### src/rtl/lpht_pkg.sv
`default_nettype none
package lpht_pkg;
  localparam int DEF_SLOTS = 64;
  localparam int DEF_KEY_BYTES = 8;
  localparam logic [63:0] FNV_BASIS = 64'd14695981039346656037;
  localparam logic [63:0] FNV_MULT = 64'd1099511628211;

  localparam logic [1:0] KIND_INSERT = 2'd0;
  localparam logic [1:0] KIND_LOOKUP = 2'd1;
  localparam logic [1:0] KIND_REMOVE = 2'd2;

  localparam logic [1:0] ST_DONE = 2'd0;
  localparam logic [1:0] ST_NOT_FOUND = 2'd1;
  localparam logic [1:0] ST_FULL = 2'd2;

  localparam logic [1:0] MARK_EMPTY = 2'd0;
  localparam logic [1:0] MARK_LIVE = 2'd1;
  localparam logic [1:0] MARK_DELETED = 2'd2;
endpackage
`default_nettype wire

### src/rtl/lpht_hash.sv
`default_nettype none
module lpht_hash import lpht_pkg::*; #(
  parameter int KEY_BYTES = DEF_KEY_BYTES
) (
  input  wire logic                        clk,
  input  wire logic                        rst,
  input  wire logic                        start,
  input  wire logic [KEY_BYTES*8-1:0]      key,
  input  wire logic [3:0]                  len,
  output logic                             done,
  output logic      [63:0]                 hash
);
  // one xor-multiply round per key byte, done in two phases; multiply split into two 32-bit halves
  localparam int KW = KEY_BYTES * 8;
  logic [3:0]    idx;
  logic          busy;
  logic          phase;
  logic [63:0]   x;
  logic [63:0]   lo_prod;
  logic [KW-1:0] shifted;
  logic [KW-1:0] r_key;
  logic [3:0]    r_len;

  // key and length are held for the whole hash, the input ports move on
  assign shifted = r_key >> {idx, 3'b000};
  assign x = hash ^ {56'd0, shifted[7:0]};

  always_ff @(posedge clk) begin
    done <= 1'b0;
    if (rst) begin
      busy <= 1'b0;
      phase <= 1'b0;
    end else if (start) begin
      hash <= FNV_BASIS;
      idx <= '0;
      r_key <= key;
      r_len <= len;
      phase <= 1'b0;
      busy <= 1'b1;
      if (len == 4'd0) begin
        busy <= 1'b0;
        done <= 1'b1;
      end
    end else if (busy) begin
      if (!phase) begin
        hash <= x;
        lo_prod <= x * {32'd0, FNV_MULT[31:0]};
        phase <= 1'b1;
      end else begin
        // FNV_MULT upper half is 0x100: high product is a shift
        hash <= lo_prod + {hash[31:0] << 8, 32'd0};
        phase <= 1'b0;
        idx <= idx + 4'd1;
        if (idx + 4'd1 == r_len) begin
          busy <= 1'b0;
          done <= 1'b1;
        end
      end
    end
  end
endmodule
`default_nettype wire

### config.mk
export PLATFORM = sky130hd
export DESIGN_NAME = lpht_hash
export DESIGN_NICKNAME = d
export VERILOG_FILES = /design/src/rtl/lpht_pkg.sv /design/src/rtl/lpht_hash.sv
export SDC_FILE = /design/constraint.sdc
export NUM_CORES = 1
export LEC_CHECK = 0
export BUFFER_PORTS_ARGS = -buffer_cell sky130_fd_sc_hd__buf_2
export CORE_ASPECT_RATIO = 0.7
export CORE_MARGIN = 8
export CORE_UTILIZATION = 63
export DETAILED_ROUTE_END_ITERATION = 6
export PLACE_DENSITY = 0.83
export SLEW_MARGIN = 20
export SYNTH_ARGS = -nofsm -noshare
export SYNTH_HDL_FRONTEND = slang
export SYNTH_SLANG_ARGS = --single-unit
### constraint.sdc
create_clock -name clk -period 11.4 [get_ports clk]
set_input_delay 0.57 -clock clk [delete_from_list [all_inputs] [get_ports clk]]
set_output_delay 0.57 -clock clk [all_outputs]
set_load 0.02 [all_outputs]
### Yosys cells after proc, flatten, opt, wreduce, memory -nomap -nowiden

Cells that the tools add are included.
W data, S select, Z words.

* register bits after elaboration: 203
* bits of input ports: 71
* output and inout bits: 65

* add/subtract/negate cells: 2
* multipliers: 1
* eq/ne operators: 1
* shifts and indexed selects: 1
* multiplexer cells: 15
* bitwise logic cells: 4
* reduce and logical (&&, ||, !) cells: 8

Operator list (count)
* $mux W64: 2
* $add A64 B64 Y64: 1
* $mul A64 B9 Y64 const B: 1
* $shr A64 B7 Y8: 1
* $xor A64 B8 Y64: 1
* $mux W1: 11
* $mux W4: 2
* $add A4 B1 Y4 const B: 1
* $eq A4 B4 Y1: 1
* $logic_not A4 Y1: 1
* $reduce_and A2 Y1: 2
* $reduce_and A4 Y1: 1
* $reduce_bool A2 Y1: 2
* $not A1 Y1: 3
* $reduce_and A3 Y1: 1
* $reduce_or A2 Y1: 1

### Longest topological paths before layout

* depth in word-level cells: 6
* mapped depth: 23
* depth with buffers taken out: 21

### Worst setup path before layout

Ideal clock, no wire load.

* kind: input to register
* start point: input start
* end point: register lo_prod[0] (enable)
* library setup time: 0.670 ns
* arrival: 7.587 ns
* setup slack: 3.143 ns
* stages on the path: 3
* buffers on the path: 2
* cell sequence: clkbuf_1 buf_1 nor4b_1

* cells in the longest elaborated chain, start to end: 2

RTL lines
* start, declared: line lpht_hash.sv:7 `input wire logic start,`
* $not A1 Y1 (no line)
* $reduce_and A4 Y1 (no line)
* end signal, assigned: line lpht_hash.sv:47 `lo_prod <= x * {32'd0, FNV_MULT[31:0]};`
* end, declared: line lpht_hash.sv:19 `logic [63:0] lo_prod;`

No other way between the ends.
A chain may end at the register's enable or synchronous reset.

### Final worst setup path

* start point: register idx[0]
* end point: register lo_prod[51] (data pin)

* cells in the longest elaborated chain, start to end: 3

RTL lines
* start, declared: line lpht_hash.sv:15 `logic [3:0] idx;`
* start signal, assigned: line lpht_hash.sv:53 `idx <= idx + 4'd1;`
* $shr A64 B7 Y8: line lpht_hash.sv:25 `assign shifted = r_key >> {idx, 3'b000};`
* $xor A64 B8 Y64: line lpht_hash.sv:26 `assign x = hash ^ {56'd0, shifted[7:0]};`
* named net x[0]: line lpht_hash.sv:18 `logic [63:0] x;`
* $mul A64 B9 Y64: line lpht_hash.sv:47

The timed path passes the listed nets, and every way through them passes these cells.

==> run_results.csv <==
group,metric,value,unit
run_status,outcome,"complete, but fails checks",
run_status,violations,"design-rule violations",
min_path,min_path_cells,1,
worst_setup_path,path_max_fanout,11,
timing,slew_viol_final,0,
yosys,synth_top_family_by_area,"adder cells",
yosys,async_reset_ff_share,0,%
yosys,synth_commonest_cells,"321 x inv_1, 210 x fa_1, 200 x edfxtp_1",
cts,postCtsResizedCells,0,
die,start_util,63.68,%
yosys,ys_seq_area_share,30.71,%
yosys,syn_nets,2285,
yosys,netlist_area,19750,sq um
worst_setup_path,reg2reg_slack,4.07,ns
global_routing,grt_max_degree,69,
yosys,avgSynthCellArea,10.75,sq um
min_path,hold_path_end,"r_key[21]",
yosys,synth_area_leaders,"edfxtp_1 30%, fa_1 21%, ha_1 11%",
die,core-area,31010,sq um
placed_design,dp_hpwl,41330,um
finish,syn_to_final_growth,6.899,%
cts,cts_sinks,203,
cts,cts_buffer_depth,3,
timing,finClkSkew,0.02264,ns
cts,cts_root_buf,"clkbuf_16",
timing,fin_crit_sh,64.31,%
global_routing,grt_use_total,27.86,%
worst_setup_path,crit_required,11.67,ns
cts,clk_latency,0.53,ns
timing,relSlewSlack,31.77,%
detailed_routing,avgRoutedWirePerCell,22.07,um
global_routing,antenna_found_initial,0,
detailed_routing,drt_wl_total,51530,um
die,die_x,227.6,um
worst_setup_path,end_kind,"register",
yosys,synthXorXnorAreaFrac,5.455,%
timing,fmaxAchievable,136.4,MHz
detailed_routing,firstDrtPassIters,7,
yosys,synth_cells,1837,
detailed_routing,drt_iter0_markers,1503,
detailed_routing,via_per_inst,6.054,
cts,cts.htree.levels,1,
yosys,ys_warn_count,0,
yosys,synth_cell_types,68,
finish,nFillCells,2313,
cts,cts-buffers-inserted,23,
die,placementRows,54,
worst_setup_path,r2r-end,"lo_prod[51]",
global_routing,gr-total-overflow,0,
finish,diodes,0,
yosys,synth.area.mux_share,4.612,%
placed_design,io_buffers,135,
cts,clkSlewWorstSetupHoldPaths,0.06,ns
worst_setup_path,crit_arrival,7.60,ns
min_path,hold_class,"in -> reg",
yosys,synthAdderAreaFrac,31.87,%
worst_setup_path,ff2ff_path_depth,21,
timing,hold_viol,0,
yosys,yosysTopAreaCell,"edfxtp_1",
yosys,netlist.area_leader.share,30.41,%
timing,rsz0062_at_grt,"no",
timing,min_period,7.332,ns
detailed_routing,drc_errors,8,
min_path,min-delay-start,"key[21]",
finish,drive_gt1_share,11.07,%
worst_setup_path,crit_path_start_kind,"register",
placed_design,place_congestion,0.9616,
yosys,yosysMostFrequentCell,"inv_1",
job,max-cap-violations,0,
yosys,ys_ff_latch,203,
finish,seq_area,6070,sq um
die,die_y,164.1,um
yosys,synth-simple-area-share,7.489,%
cts,cts_hold_buffers,0,
timing,finalSetupViolations,0,
worst_setup_path,r2r_start,"idx[0]",
finish,final_cell_count_no_fill,2335,
finish,multi_input_area,11880,sq um
yosys,synth_edf_count,200,
cts,post_cts_buffers,0,
cts,cts_tree,"built",
yosys,synth_top_flop_cell,"edfxtp_1",
finish,layout.nets,2348,
timing,timing.hold.ws,0.2200,ns
worst_setup_path,worstSetupPathType,"reg -> reg",
die,design.die.area,37360,sq um
timing,tightest_slew,1.023,ns
detailed_routing,ant_nets,0,
global_routing,grt_pass1_vias,14180,
die,ioPinCount,136,
timing,tns,0,ns
global_routing,grt_pass1_wl,80310,um
placed_design,post-place-cells,2294,
detailed_routing,vias,14140,
yosys,synth_compound_area_share,10.62,%
## layer usage
metal / GRT usage, % / vias up / wire length [um]
met4: 7.274 / 0 / 1400
met5: 0 / - / 0
met2: 41.69 / 700 / 22570
li1: - / 6314 / -
met3: 5.085 / 77 / 4920
met1: 41.50 / 7046 / 22650
## kinds of logic after synthesis
kind of cell               after synthesis
buffers and inverters                  426
muxes                                   71
adders and majority gates              377
AOI/OAI and AO/OA                      327
and+or+nand+nor                        310
DFF                                    203
xor gates and xnor gates               123
## final cells by class
| cell class | count | share of cell area, % |
|---|---|---|
| Clock buffer | 26 | 2.780 |
| Clock inverter | 14 | 0.4860 |
| Inverter | 321 | 5.707 |
| Multi-Input combinational cell | 1208 | 56.27 |
| Sequential cell | 203 | 28.75 |
| Tap cell | 420 | 2.489 |
| Timing Repair Buffer | 143 | 3.520 |
## placed cells by master (no fill, tap or decap), drive strengths merged, types with 4 or more instances in the layout
cell / synthesis / layout
a2111oi: 4 / 4
a211o: 5 / 5
a211oi: 14 / 14
a21o: 37 / 37
a21oi: 107 / 107
a31oi: 17 / 17
and2: 6 / 6
and3: 10 / 10
buf: 72 / 143
clkbuf: 33 / 26
clkinv: 0 / 11
edfxtp: 200 / 200
fa: 210 / 210
ha: 167 / 167
inv: 321 / 322
mux2i: 55 / 55
mux4: 16 / 16
nand2: 87 / 87
nand2b: 9 / 9
nand3: 18 / 18
nand4: 20 / 20
nor2: 93 / 93
nor2b: 15 / 15
nor3: 23 / 23
nor4: 9 / 9
o211ai: 9 / 9
o21a: 18 / 18
o21ai: 61 / 61
o21bai: 17 / 17
o31ai: 6 / 6
or2: 4 / 4
or3: 4 / 4
xnor2: 65 / 65
xor2: 58 / 58
## state kept, by name, summed over array words and instances (netlist names)
signal   flops
phase        1
r_len        4
hash        64
done         1
busy         1
idx          4
lo_prod     64
r_key       64
## through the flow
stage	worst slack (ns)	area, sq um	util [%]
after floorplan	3.143	19750	-
after detailed placement	3.805	20410	65.80
after global routing	3.640	21110	68.07
after CTS	3.776	21100	68.03
final	4.068	21110	68.07
after global placement	4.097	20410	65.80
## worst max-delay path: stages, from the launching register on
cell	delay, ns
edfxtp_1	0.70
buf_8	0.25
mux4_2	0.52
mux2i_1	0.16
nor2_1	0.08
xor2_1	0.60
ha_1	0.33
xor2_1	0.11
ha_1	0.19
or2_2	0.30
fa_1	0.50
inv_1	0.06
fa_1	0.48
inv_1	0.05
ha_1	0.22
a2111oi_0	0.44
o21ai_0	0.29
a31oi_1	0.31
a211oi_1	0.11
nor3_1	0.61
o21ai_0	0.36
o311a_1	0.40
## worst max path at each step
| stage | start | end |
|---|---|---|
| 2_1_floorplan | start | lo_prod[0] |
| 3_3_place_gp | idx[0] | lo_prod[51] |
| 3_5_place_dp | idx[0] | lo_prod[51] |
| 4_1_cts | idx[0] | lo_prod[51] |
| 5_1_grt | idx[0] | lo_prod[51] |
| 6_report | idx[0] | lo_prod[51] |
Power is left out: the tool's default activity adds up to more than one toggle a clock period on the data nets, which glitch-free logic cannot reach.
