<file path="src/rtl/lpht_ram.sv">
`default_nettype none
module lpht_ram #(
  parameter int WIDTH = 8,
  parameter int DEPTH = 64
) (
  input  wire logic                     clk,
  input  wire logic                     we,
  input  wire logic [$clog2(DEPTH)-1:0] waddr,
  input  wire logic [WIDTH-1:0]         wdata,
  input  wire logic [$clog2(DEPTH)-1:0] raddr,
  output logic      [WIDTH-1:0]         rdata
);
  logic [WIDTH-1:0] mem [DEPTH];

  always_ff @(posedge clk) begin
    if (we) begin
      mem[waddr] <= wdata;
    end
    rdata <= mem[raddr];
  end
endmodule
`default_nettype wire

</file>
<file path="config.mk">
export PLATFORM = sky130hd
export DESIGN_NAME = lpht_ram
export DESIGN_NICKNAME = d
export VERILOG_FILES = /design/src/rtl/lpht_ram.sv
export SDC_FILE = /design/constraint.sdc
export NUM_CORES = 1
export LEC_CHECK = 0
export BUFFER_PORTS_ARGS = -buffer_cell sky130_fd_sc_hd__buf_2
export CORE_ASPECT_RATIO = 0.7
export CORE_UTILIZATION = 30
export CTS_CLUSTER_DIAMETER = 120
export DETAILED_ROUTE_END_ITERATION = 8
export PLACE_DENSITY = 0.45
export SYNTH_ARGS = -nofsm -noshare
export SYNTH_HDL_FRONTEND = slang
export SYNTH_SLANG_ARGS = --single-unit
</file>
<file path="constraint.sdc">
create_clock -name clk -period 2 [get_ports clk]
set_input_delay 0 -clock clk [delete_from_list [all_inputs] [get_ports clk]]
set_output_delay 0 -clock clk [all_outputs]
set_load 0.005 [all_outputs]
</file>
# --- After elaboration in Yosys (flattened, before gate mapping) ---
# Memory sizes are Yosys's and may differ from the RTL's. A register that Yosys moved wholly into a read port is not among the register bits.
# Index checks and enable logic that the tools add are counted.
# Widths: inputs -> output; s select.
classes:
  mux: 2
ops:
  columns: ["cell", "count"]
  rows:
  - ["$mux 1", 2]
word_totals:
  reg_bits: 0
  mem_bits_rw: 512
  wordCells: 3
  n_memories: 1
memory_table:
  columns: ["name", "words", "word_bits", "read_ports", "rd_ports_with_merged_regs", "wr", "line", "rtl"]
  rows:
  - ["mem", 64, 8, 1, 1, 1, "13", "logic [WIDTH-1:0] mem [DEPTH];"]

# --- Longest topological paths before layout ---
# Gate-level depths: netlist of run 1.
logic_depth:
  depth_word: 2
  mapped_depth: 9

# --- Least setup slack after synthesis of run 1 ---
# OpenSTA, ideal clock, no wires.
synth_timing:
  path_type: "reg2reg"
  startpoint: "mem mem[29][4]"
  endpoint: "reg rdata[4], read port of mem"
  t_arrival_ns: 1.560
  t_required_ns: 1.868
  setup_slack_ns: 0.308
  path_stages_with_launch: 6
  path_buffers: 0
  synth_period_minus_slack_ns: 1.692
  path_cell_list: "edfxtp_1 mux4_2 mux2_2 o221a_2 nor3_1 o32ai_1"
synth_rtl:
  columns: ["item", "line", "rtl"]
  rows:
  - ["start: declaration", "13", null]
  - ["end: declaration", "11", "output logic [WIDTH-1:0] rdata"]

==> results.md, run 1 <==
* Status: complete, no violations
* Worst setup margin at 0.0581 ns
* DR WL/cell at 24.8 um
* Overflow after GRT at 0
* Initial drt markers at 833
* Post-synth EDFFs at 512
* R2r worst-path depth at 5
* Post-layout net count at 1167
* Clock skew at 0.0161 ns
* WL final at 51.6 mm
* Final hold slack at 0.0268 ns
* Worst min-delay path endpoint: rdata[5]$_DFF_P_
* Post-place instance area at 22600 um2
* CTS HTree Levels at 2
* Pin count of the biggest net entering global routing at 65
* First-pass GRT wire length at 74.4 mm
* Final Hold Vio Count at 0
* RD Place Congestion at 0.800
* Final min period at 1.94 ns
* TritonCTS Buffers at 50
* Total GRT Usage at 15.3%
* Crit share post-route at 97.1%
* Worst EP arrival at 2.40 ns
* Deepest clock path buffer count at 3
* Final instance area at 24300 um2
* Worst Path Class, Setup: reg -> reg
* DRT antenna net count at 0
* Root Buffer: clkbuf_16
* Post-layout util at 36.6%
* Die Ht at 219 um
* Vias per inst at 4.82
* Max Slew Vio Count at 0
* VDD IR max at 0.000532 V
* Yosys warns at 0
* Clock Pin Slew Worst Setup and Hold Paths at 0.06 ns
* Sequential area share after synthesis at 77.0%
* Initial antenna violation count at 2
* HP Class: in -> reg
* Max-cap violations at 0
* Cell Pwr Density at 937 nW/um2
* Placement Setup Slack at -0.352 ns
* Hold depth at 4
* Post-CTS setup buffers at 0
* FP Rows at 79
* Normalized max-slew margin at 54.5%
* Cells after Synth at 940
* Synthesized area per cell at 21.5 um2
* Initial core utilization at 30.4%
* Die width at 312 um
* Yosys reg bits at 520
* Share of Yosys cell area claimed by the top area cell type at 76.2%
* R2R setup slack at 0.06 ns
* Tot Pwr at 22.8 mW
* Vias in the first global route at 10100
* Worst r2r src: mem[3][1]$_DFFE_PP_
* Core ar. at 66400 um2
* Dominant synthesized flop cell: edfxtp_1
* Post-synthesis async set-or-reset flop share at 0%
* Number of distinct library cells after synthesis at 40
* Top post-synthesis cells by count: edfxtp_1 (512), mux4_2 (126), nor2_1 (83), mux2i_1 (23), nand2_1 (19)
* Slew at the pin closest to its max-slew limit at 0.682 ns
* Critical path launch point type: flop
* Via count at 10000
* Critical path peak fanout at 1
* I/O Buffers at 29
* Critical Path RT at 2.45 ns
* HP Start: raddr[3]
* Synth-to-Final Area Change at 20.6%
* Clk Latency, worst-skew pair at 0.58 ns
* Layout cells sized above 1 at 35.1%
* CTS tree: done
* Leak at 7.84 nW
* I/O pin count at 30
* Crit path capture type: flop
* Area leader, netlist: edfxtp_1
* # setup viols final at 0
* Top post-synthesis cells by area: edfxtp_1 (76%), mux4_2 (14%), nor2_1 (1.5%)
* Synthesized area at 20200 um2
* RSZ-0062 raised after global routing: no
* Syn Nets at 962
* Most numerous cell in the Yosys netlist: edfxtp_1
* Sink Count at 520
* Post-DP HPWL at 34.1 mm
* F_max at 515 MHz
* Reg-to-Reg End: rdata[1]$_DFF_P_
* Initial DRT Pass Iterations at 5
* # DRC at 0
* Die ar. at 68300 um2
-- what timing repair did --
item	4_1_cts	5_1_grt
pin swaps	1	1
endpoints found under the hold margin	276	0
endpoints found under the setup margin	3	4
resized for setup	4	3
hold buffers	8	0
-- worst max-delay path, stage by stage, from the launching register on --
cell and delay, ns:
edfxtp_1 0.36, mux4_2 0.51, mux4_2 0.51, nor2_4 0.15
nor3_1 0.13, o2bb2ai_1 0.16
-- registers in the layout (all words and copies together) (netlist names) --
| signal | count |
|---|---|
| mem | 512 |
| rdata | 8 |
-- metal layers --
metal	track usage, %	up-vias	part of all wire, %
met5	0	-	0.052
met4	3.07	4	1.5
met3	3.51	62	6.2
met2	20.6	240	40
met1	24.6	5359	52
li1	-	4354	-
-- cell usage in the layout, fill, tap and decap left out, types with 4 or more instances in the layout --
cell,count
a211oi_1,4
a221oi_1,6
buf_12,18
buf_2,26
buf_4,151
clkbuf_1,9
clkbuf_16,53
clkbuf_8,4
clkinv_1,10
clkinv_2,12
dfxtp_1,8
dlygate4sd3_1,8
edfxtp_1,512
mux2_2,13
mux2i_1,23
mux4_2,126
nand2_1,19
nand2b_1,7
nand3_1,13
nor2_1,80
nor2b_1,14
nor3_1,5
o221ai_1,8
o22ai_1,8
-- where the power goes --
part	total (mW)	leakage [nW]	internal, mW	switching, mW
combinational	1.34	2.37	0.574	0.767
sequential	12.1	4.67	12.1	0.0541
clock	9.35	0.795	5.32	4.03
total	22.8	7.84	17.9	4.85
-- stage by stage --
step | setup TNS [ns] | instances
2_1_floorplan | 0 | 940
3_3_place_gp | -1.38 | 1976
3_5_place_dp | -1.28 | 1976
4_1_cts | 0 | 2077
5_1_grt | 0 | 2077
6_report | 0 | 2078
-- final cells by class --
class	count	area [um2]
Tap cell	891	1110
Multi-Input combinational cell	369	4340
Sequential cell	520	15500
Fill cell	6134	42100
Clock buffer	65	1400
Clock inverter	28	211
Antenna cell	1	2.50
Timing Repair Buffer	204	1720
-- worst max-delay path by stage --
stage	start	endpoint	slack (ns)
2_1_floorplan	mem[29][4]$_DFFE_PP_	rdata[4]$_DFF_P_	0.31
3_3_place_gp	raddr[0]	rdata[1]$_DFF_P_	-0.37
3_5_place_dp	raddr[0]	rdata[1]$_DFF_P_	-0.35
4_1_cts	mem[15][0]$_DFFE_PP_	rdata[0]$_DFF_P_	0.008
5_1_grt	mem[24][4]$_DFFE_PP_	rdata[4]$_DFF_P_	0.004
6_report	mem[3][1]$_DFFE_PP_	rdata[1]$_DFF_P_	0.06
-- logic make-up (layout without fill, tap and decap cells) --
family,Yosys count,after routing,share of synthesized area [%]
flip-flops,520,520,77.0
multiplexers,162,162,15.9
AND/OR/NAND/NOR,153,153,3.39
AO/OA/AOI/OAI,54,54,2.07
buffers and inverters,51,297,1.57
other,0,1,0
Note: power is estimated with default switching activity, not from simulation.
==> inputs of run 2 (changes only) <==
--- a/config.mk
+++ b/config.mk
@@ -6,11 +6,13 @@
 export NUM_CORES = 1
 export LEC_CHECK = 0
 export BUFFER_PORTS_ARGS = -buffer_cell sky130_fd_sc_hd__buf_2
+export CELL_PAD_IN_SITES_DETAIL_PLACEMENT = 0
+export CELL_PAD_IN_SITES_GLOBAL_PLACEMENT = 1
 export CORE_ASPECT_RATIO = 0.7
 export CORE_UTILIZATION = 30
 export CTS_CLUSTER_DIAMETER = 120
 export DETAILED_ROUTE_END_ITERATION = 8
-export PLACE_DENSITY = 0.45
+export PLACE_DENSITY = 0.49
 export SYNTH_ARGS = -nofsm -noshare
 export SYNTH_HDL_FRONTEND = slang
 export SYNTH_SLANG_ARGS = --single-unit
==> results.md, run 2 (same netlist as run 1, synthesis figures left out) <==
* Die width at 312 um
* F_max at 521 MHz
* Layout cells sized above 1 at 34.2%
* Post-layout net count at 1163
* Worst Path Class, Setup: reg -> reg
* Root Buffer: clkbuf_16
* Top routing layer used: met4
* CTS tree: done
* FP Rows at 79
* Most common cell after layout, fill and taps aside: edfxtp_1
* Critical path peak fanout at 1
* Initial drt markers at 811
* Via count at 9932
* Fill cells at 6193
* Leak at 7.79 nW
* Max reg flops at 512
* Vias per inst at 4.79
* I/O Buffers at 29
* Sink Count at 520
* RD Place Congestion at 0.759
* Pin count of the biggest net entering global routing at 45
* Post-layout util at 36.5%
* First-pass GRT wire length at 76.2 mm
* VDD IR max at 0.000578 V
* Critical path launch point type: flop
* Crit share post-route at 95.9%
* Multi-input gate area at 4350 um2
* Die Ht at 219 um
* Initial DRT Pass Iterations at 5
* Crit path capture type: flop
* Max Slew Vio Count at 0
* Initial core utilization at 30.4%
* Crit path cell chain: mux4_2, mux2_2, o221a_2, nor3_2, o32ai_1
* RSZ-0062 raised after global routing: no
* Final Hold Vio Count at 0
* WL final at 52.4 mm
* Largest registers: mem (512), rdata (8)
* Deepest clock path buffer count at 3
* M1 WL at 27.1 mm
* Initial antenna violation count at 3
* Cell family with most CP delay: multiplexers
* Most frequent cells in the layout: edfxtp_1 (512), buf_4 (147), mux4_2 (126)
* # DRC at 0
* I/O pin count at 30
* CP bufs+invs at 0
* Tot Pwr at 22.7 mW
* Cell Pwr Density at 936 nW/um2
* Post-DP HPWL at 35.2 mm
* Synth-to-Final Area Change at 20.3%
* Post-CTS setup buffers at 0
* Critical path's slowest cell: mux4_2
* Worst EP arrival at 2.37 ns
* DR WL/cell at 25.2 um
* Vias in the first global route at 10400
* WL met2 at 21.9 mm
* Core ar. at 66400 um2
* Max-cap violations at 0
* Clk Latency, worst-skew pair at 0.59 ns
* Total GRT Usage at 15.7%
* Register Area at 15500 um2
* # setup viols final at 0
* Clock Pin Slew Worst Setup and Hold Paths at 0.06 ns
* CP max stage delay at 0.48 ns
* TritonCTS Buffers at 50
* Die ar. at 68300 um2
* Largest register by flop count: mem
* Critical Path RT at 2.45 ns
* DRT antenna net count at 0
* Clock skew at 0.00919 ns
* HP Class: in -> reg
* Overflow after GRT at 0
* Slew at the pin closest to its max-slew limit at 0.931 ns
* Normalized max-slew margin at 37.9%
* Final min period at 1.92 ns
* CTS HTree Levels at 2
* Status: complete, no violations
* Wire length on met3 at 2.68 mm
[run 2: changes by cell type in the layout (fill, tap and decap cells not counted), sizes merged]
cell | previous run | this run
buf | 195 | 189
clkbuf | 66 | 65
clkinvlp | 2 | 3
dlygate4sd3 | 8 | 10
[run 2: final cells by class]
cell class                      count  share of cell area [%]
Antenna cell                        1                  0.0103
Sequential cell                   520                    64.1
Clock inverter                     29                   0.893
Tap cell                          891                    4.60
Timing Repair Buffer              200                    6.88
Clock buffer                       64                    5.64
Multi-Input combinational cell    369                    17.9
[run 2: final timing paths]
check / start / endpoint / slack (ns) / depth (start not counted)
hold reg to reg: mem[31][4]$_DFFE_PP_ / rdata[4]$_DFF_P_ / 0.85 / 3
setup reg to reg: mem[28][4]$_DFFE_PP_ / rdata[4]$_DFF_P_ / 0.08 / 5
hold / removal: waddr[2] / mem[55][0]$_DFFE_PP_ / 0.06 / 4
setup / recovery: mem[28][4]$_DFFE_PP_ / rdata[4]$_DFF_P_ / 0.08 / 5
[run 2: metal layers]
layer  track usage (%)  up-vias
met5                 0        -
met4              3.28        0
met3              3.31       51
met2              22.1      204
met1              24.6     5338
li1                  -     4339
[run 2: through the flow]
stage | TNS [ns] | cell area [um2] | worst slack, ns | instances | hold WS [ns]
finish | 0 | 24300 | 0.0817 | 2074 | 0.0637
floorplan | 0 | 20200 | 0.308 | 940 | 0.0989
global placement | -0.0345 | 22500 | -0.0345 | 1970 | 0.484
detailed placement | -0.149 | 22500 | -0.0584 | 1970 | 0.472
CTS | 0 | 24200 | 0.00150 | 2073 | 0.0311
global route | 0 | 24300 | 0.0319 | 2074 | 0.0657
[run 2: worst register-to-register path: cells and delay by family (launching register included)]
kind / cells / cell delay (ns)
compound gates: 2 / 0.40
flops: 1 / 0.37
mux: 2 / 0.76
simple gates: 1 / 0.25
[run 2: what timing repair did]
action,CTS,global route
gates resized for setup,1,5
setup endpoints to repair,1,2
pin swaps,0,1
hold buffers,10,0
endpoints found under the hold margin,163,0
[run 2: report_power, final]
part           leakage (nW)  total, mW  switching [mW]  internal [mW]
sequential             4.67       12.1          0.0465           12.1
clock                 0.771       9.24            4.03           5.21
combinational          2.34       1.35           0.776          0.571
==> inputs of run 3 (changes only) <==
==> config.mk (replaced) <==
export PLATFORM = sky130hd
export DESIGN_NAME = lpht_ram
export DESIGN_NICKNAME = d
export VERILOG_FILES = /design/src/rtl/lpht_ram.sv
export SDC_FILE = /design/constraint.sdc
export NUM_CORES = 1
export LEC_CHECK = 0
export BUFFER_PORTS_ARGS = -buffer_cell sky130_fd_sc_hd__clkbuf_2
export CELL_PAD_IN_SITES_DETAIL_PLACEMENT = 0
export CELL_PAD_IN_SITES_GLOBAL_PLACEMENT = 1
export CORE_ASPECT_RATIO = 0.7
export CORE_UTILIZATION = 35
export CTS_CLUSTER_DIAMETER = 120
export DETAILED_ROUTE_END_ITERATION = 8
export PLACE_DENSITY = 0.55
export SYNTH_ARGS = -nofsm -noshare
export SYNTH_HDL_FRONTEND = slang
export SYNTH_SLANG_ARGS = --single-unit
==> results.md, run 3 (same netlist as run 1, synthesis figures left out) <==
* Initial core utilization at 35.5%
* Via count at 9904
* Leak at 7.77 nW
* Normalized max-slew margin at 52.2%
* First-pass GRT wire length at 73.7 mm
* Clock skew at 0.0201 ns
* I/O pin count at 30
* Root Buffer: clkbuf_16
* RD Place Congestion at 0.803
* # setup viols final at 0
* Synth-to-Final Area Change at 19.3%
* Final min period at 1.96 ns
* Vias per inst at 5.18
* Worst EP arrival at 2.43 ns
* TritonCTS Buffers at 49
* Clock Pin Slew Worst Setup and Hold Paths at 0.06 ns
* Initial drt markers at 948
* Post-DP HPWL at 33.6 mm
* Overflow after GRT at 0
* Final Hold Vio Count at 0
* Max reg flops at 512
* Critical Path RT at 2.46 ns
* Largest registers: mem (512), rdata (8)
* Initial DRT Pass Iterations at 5
* Worst Path Class, Setup: reg -> reg
* HP Class: in -> reg
* ANT cells at 0
* Dpl cells at 1821
* Total GRT Usage at 17.6%
* Crit path capture type: flop
* CTS HTree Levels at 2
* I/O Buffers at 29
* Post-CTS setup buffers at 0
* Post-place instance area at 22400 um2
* Deepest clock path buffer count at 3
* Most common cell after layout, fill and taps aside: edfxtp_1
* Pin count of the biggest net entering global routing at 65
* Most frequent cells in the layout: edfxtp_1 (512), buf_4 (131), mux4_2 (126)
* RSZ-0062 raised after global routing: no
* Placement Setup Slack at -0.319 ns
* Vias in the first global route at 10100
* Worst setup margin at 0.0356 ns
* Max Slew Vio Count at 0
* Cell Pwr Density at 950 nW/um2
* VDD IR max at 0.000599 V
* # DRC at 0
* Initial antenna violation count at 0
* Die width at 289 um
* Clk Latency, worst-skew pair at 0.57 ns
* Max-cap violations at 0
* Status: complete, no violations
* Crit share post-route at 98.2%
* Layout cells sized above 1 at 34.0%
* Die ar. at 58600 um2
* Die Ht at 203 um
* CTS tree: done
* F_max at 509 MHz
* FP Rows at 73
* Post-layout util at 42.4%
* Sink Count at 520
* Final instance area at 24100 um2
* Critical path launch point type: flop
* WL final at 50.3 mm
* DRT antenna net count at 0
* Slew at the pin closest to its max-slew limit at 0.717 ns
* Largest register by flop count: mem
* Core ar. at 56800 um2
* Post-layout net count at 1148
* Layout Cells excl Fill at 1913
* DR WL/cell at 26.3 um
* Critical path peak fanout at 1
==> run 3: through the flow <==
step | setup TNS [ns] | hold WS (ns) | total power, mW
2_1_floorplan | 0 | 0.0989 | 13.0
3_3_place_gp | -1.06 | 0.439 | 13.7
3_5_place_dp | -1.15 | 0.441 | 13.7
4_1_cts | 0 | 0.0327 | 23.1
5_1_grt | 0 | 0.0796 | 23.6
6_report | 0 | 0.0682 | 22.9
==> run 3: worst paths after layout <==
check | from | end | slack [ns] | depth (start not counted)
setup / recovery | mem[7][1]$_DFFE_PP_ | rdata[1]$_DFF_P_ | 0.04 | 5
hold reg to reg | mem[23][1]$_DFFE_PP_ | rdata[1]$_DFF_P_ | 0.85 | 4
hold / removal | waddr[1] | mem[48][6]$_DFFE_PP_ | 0.07 | 3
setup reg to reg | mem[7][1]$_DFFE_PP_ | rdata[1]$_DFF_P_ | 0.04 | 5
==> run 3: metal layers <==
layer | track usage [%] | up-vias | part of all wire [%]
li1 | - | 4306 | -
met1 | 28.7 | 5278 | 50
met2 | 24.0 | 267 | 42
met3 | 4.03 | 53 | 6.9
met4 | 2.91 | 0 | 1.2
met5 | 0 | - | 0
==> run 3: area by class of cell <==
cell class | instances | area, um2
Clock buffer | 64 | 1310
Clock inverter | 24 | 284
Fill cell | 4935 | 32800
Multi-Input combinational cell | 369 | 4340
Sequential cell | 520 | 15500
Tap cell | 750 | 938
Timing Repair Buffer | 186 | 1650
==> run 3: timing repair <==
action                     CTS  global route
setup endpoints to repair    5             2
gates resized for setup      6             2
hold buffers                 4             0
cloned                       0             0
hold endpoints to repair   193             0
==> run 3: critical path, stage by stage (launching register included) <==
cell and delay, ns:
edfxtp_1 0.37, mux4_2 0.54, mux4_2 0.51, nor2_2 0.24
nor3_1 0.08, o2bb2ai_1 0.12
==> run 3: power breakdown <==
| part | switching (mW) | total [mW] | internal, mW |
|---|---|---|---|
| sequential | 0.0476 | 12.1 | 12.1 |
| combinational | 0.753 | 1.33 | 0.575 |
| clock | 3.92 | 9.42 | 5.50 |
